===== config.mk =====
export PLATFORM = sky130hd
export DESIGN_NAME = spc_ram
export DESIGN_NICKNAME = d
export VERILOG_FILES = /design/src/rtl/core/spc_ram.sv
export SDC_FILE = /design/constraint.sdc
export NUM_CORES = 1
export LEC_CHECK = 0
export ABC_CLOCK_PERIOD_IN_PS = 4000
export BUFFER_PORTS_ARGS = -buffer_cell sky130_fd_sc_hd__buf_2
export CAP_MARGIN = 10
export CORE_AREA = 2 2 100 102
export CTS_CLUSTER_SIZE = 12
export DETAILED_ROUTE_END_ITERATION = 7
export DIE_AREA = 0 0 102 104
export PLACE_DENSITY = 0.81
export SLEW_MARGIN = 20
export SYNTH_ARGS = -nofsm -noshare
export SYNTH_HDL_FRONTEND = slang
export SYNTH_SLANG_ARGS = --single-unit

===== constraint.sdc =====
create_clock -name clk -period 4 [get_ports clk]
set_input_delay 0.6 -clock clk [delete_from_list [all_inputs] [get_ports clk]]
set_output_delay 0.6 -clock clk [all_outputs]
set_load 0.005 [all_outputs]

===== src/rtl/core/spc_ram.sv =====
// generic single write port ram with registered read
`default_nettype none

module spc_ram #(
    parameter int WIDTH = 8,
    parameter int DEPTH = 16
) (
    input  wire logic                     clk,
    input  wire logic                     we,
    input  wire logic [$clog2(DEPTH)-1:0] waddr,
    input  wire logic [WIDTH-1:0]         wdata,
    input  wire logic [$clog2(DEPTH)-1:0] raddr,
    output logic      [WIDTH-1:0]         rdata
);

    logic [WIDTH-1:0] mem [DEPTH];

    always_ff @(posedge clk)
    begin
        if (we)
        begin
            mem[waddr] <= wdata;
        end
        rdata <= mem[raddr];
    end

endmodule

`default_nettype wire


==> results.txt <==
path type of the worst min-delay path: input port to flip-flop
post_cts resized: 0
CTS Sinks: 136
synthesized net count: 247
cell count after synthesis: 229
HPWL after DPL: 6130 um
fmax: 483 MHz
Core Util, Final: 62.4%
nature of the critical path startpoint: input port
row cnt: 36
port bufs: 25
DRC marker count from the first detailed-route iteration: 200
DRT antenna net count: 0
cell chain of the critical path: buf_2 > buf_4 > mux4_1 > a22oi_1 > nand2_1
Most used DFF post-synth: edfxtp_1
reg2reg path depth: 3
warnings from Yosys: 0
Crit path largest cell delay: 0.61 ns
CP arrival: 2.47 ns
Post-Route Setup TNS: 0 ns
Netlist cell types: 19
Critical Path Fanout Max: 24
Setup Fix Bufs, Post-CTS: 0
Setup Viol. Count Final: 0
Starting Density: 53.9%
CTS root buffer: clkbuf_8
CTS max path bufs: 2
die footprint: 10600 um2
Hold Fails Final Rpt: 0
crit end category: flip-flop
Power Density: 544 nW/um2
routed len/inst: 23.9 um
Seq cells post-synth: 136
placer congestion estimate: 0.727
Netlist Area Pre-Place: 5150 um2
nets@finish: 285
Synth area leaders: edfxtp_1 (75%), mux4_2 (7.9%), mux4_1 (7.1%)
Post-CTS Hold Fix Bufs: 0
Synth area leader: edfxtp_1
global-route wire length before repair: 15100 um
crit path launch: raddr[0]
share of layout cells above drive strength 1: 27.5%
H-tree Lvls: 4
crit path kind: input port to flip-flop
reg-to-reg slack, setup: 2.54 ns
Hold Crit Start: wdata[2]
Post-synth EDFFs: 128
RSZ-0062 raised after global routing: no
Finished Cell Area: 5960 um2
Layout area overhead: 15.8%
# IOs: 26
Clk pin slew, worst setup/hold paths: 0.06 ns
Hold Path Depth: 1
Worst Max-Slew Pin Slew: 0.982 ns
GRT Overall Usage: 20.7%
Die Ht: 104 um
dpl cells: 381
Reg2Reg Capture Point: rdata[3]
Tcrit/Tclk final: 51.7%
DRC: 0
total power: 3.24 mW
family with the most delay on the worst path: buffers and inverters
worst reg2reg startpoint: mem[10][3]
Worst-Skew Late Latency: 0.52 ns
core area: 9550 um2
Buf+Inv Stages, Crit Path: 2
Horiz. Die Dim: 102 um
Final Max Slew Viols: 0
total CTS buffers: 17
total gr overflow: 0
Mean Syn Cell Area: 22.5 um2
Async SR Flop Fraction: 0%
post-synth top area share: 74.7%
n_diodes: 0
initial antenna violation count: 0
status: finished, final reports clean
required time worst endpoint: 4.40 ns
Vias: 2471
Final min period: 2.07 ns
DRT Pass-1 Iters: 4
Non-Filler Instances: 413
Commonest cells post-synth: edfxtp_1 (128), mux4_2 (18), a22oi_1 (16)
Fillers: 654
top-count cell post-synth: edfxtp_1
largest net degree at the start of global routing: 33
slowest stage cell, crit path: buf_2
CTS tree: built
DR vias/cell: 5.98
max cap viols: 0
Pleak: 1.99 nW
clk_skew: 0.00822 ns
placed cell area: 5390 um2
Endpoint, Worst Hold: mem[14][2]
vias in the first global route: 2549
Slew HR: 34.3%
post-synthesis sequential area ratio: 77.8%
total wire length after detailed routing: 9870 um
peak supply drop: 0.000381 V
==> state kept, by name (all words and copies together) (netlist names) <==
signal	count
rdata	8
mem	128
==> logic make-up (layout without fill, tap and decap cells) <==
kind of cell,Yosys count,after routing,share of synthesized area (%)
AND/OR/NAND/NOR,35,35,3.18
flip-flops,136,136,77.8
buffers and inverters,10,61,1.68
AO/OA/AOI/OAI,16,16,2.33
multiplexers,32,32,15.0
==> area by class of cell <==
type	instances	area (um2)	area share, %
Clock inverter	14	156	2.62
Sequential cell	136	4000	67.2
Tap cell	133	166	2.79
Timing Repair Buffer	29	155	2.60
Multi-Input combinational cell	83	1060	17.8
Clock buffer	18	418	7.01
==> routing by layer <==
metal | track usage, % | vias to the layer above | part of all wire, %
li1 | - | 1049 | -
met1 | 27.7 | 1276 | 40
met2 | 31.1 | 127 | 50
met3 | 6.52 | 19 | 7.5
met4 | 9.81 | 0 | 2.3
met5 | 0 | - | 0
==> where the power goes <==
group / internal [mW] / leakage (nW) / total [mW] / switching [mW]
Sequential: 1.59 / 1.22 / 1.60 / 0.00977
Combinational: 0.0577 / 0.492 / 0.139 / 0.0812
Clock: 0.940 / 0.273 / 1.50 / 0.562
Total: 2.59 / 1.99 / 3.24 / 0.653
==> per-stage QoR <==
stage	hold WS, ns	setup WS (ns)
after floorplan	0.629	1.91
after global placement	0.654	1.41
after detailed placement	0.665	1.39
after CTS	0.443	1.91
after global routing	0.450	1.79
final	0.460	1.93
==> cell usage in the layout (no fill, tap or decap), types with 4 or more instances in the layout <==
cell type,Yosys,final
a22oi_1,16,16
buf_2,3,25
buf_4,1,4
clkbuf_16,0,16
dfxtp_1,8,8
edfxtp_1,128,128
mux4_1,14,14
mux4_2,18,18
nand2_1,9,9
nor2_1,13,13
==> worst max path at each step <==
stage,end,cells after the start
final,rdata[1],5
after global routing,rdata[1],5
after CTS,rdata[1],5
after detailed placement,rdata[1],5
after global placement,rdata[1],5
after floorplan,mem[0][0],2
Note: power is estimated with default switching activity, not from simulation.
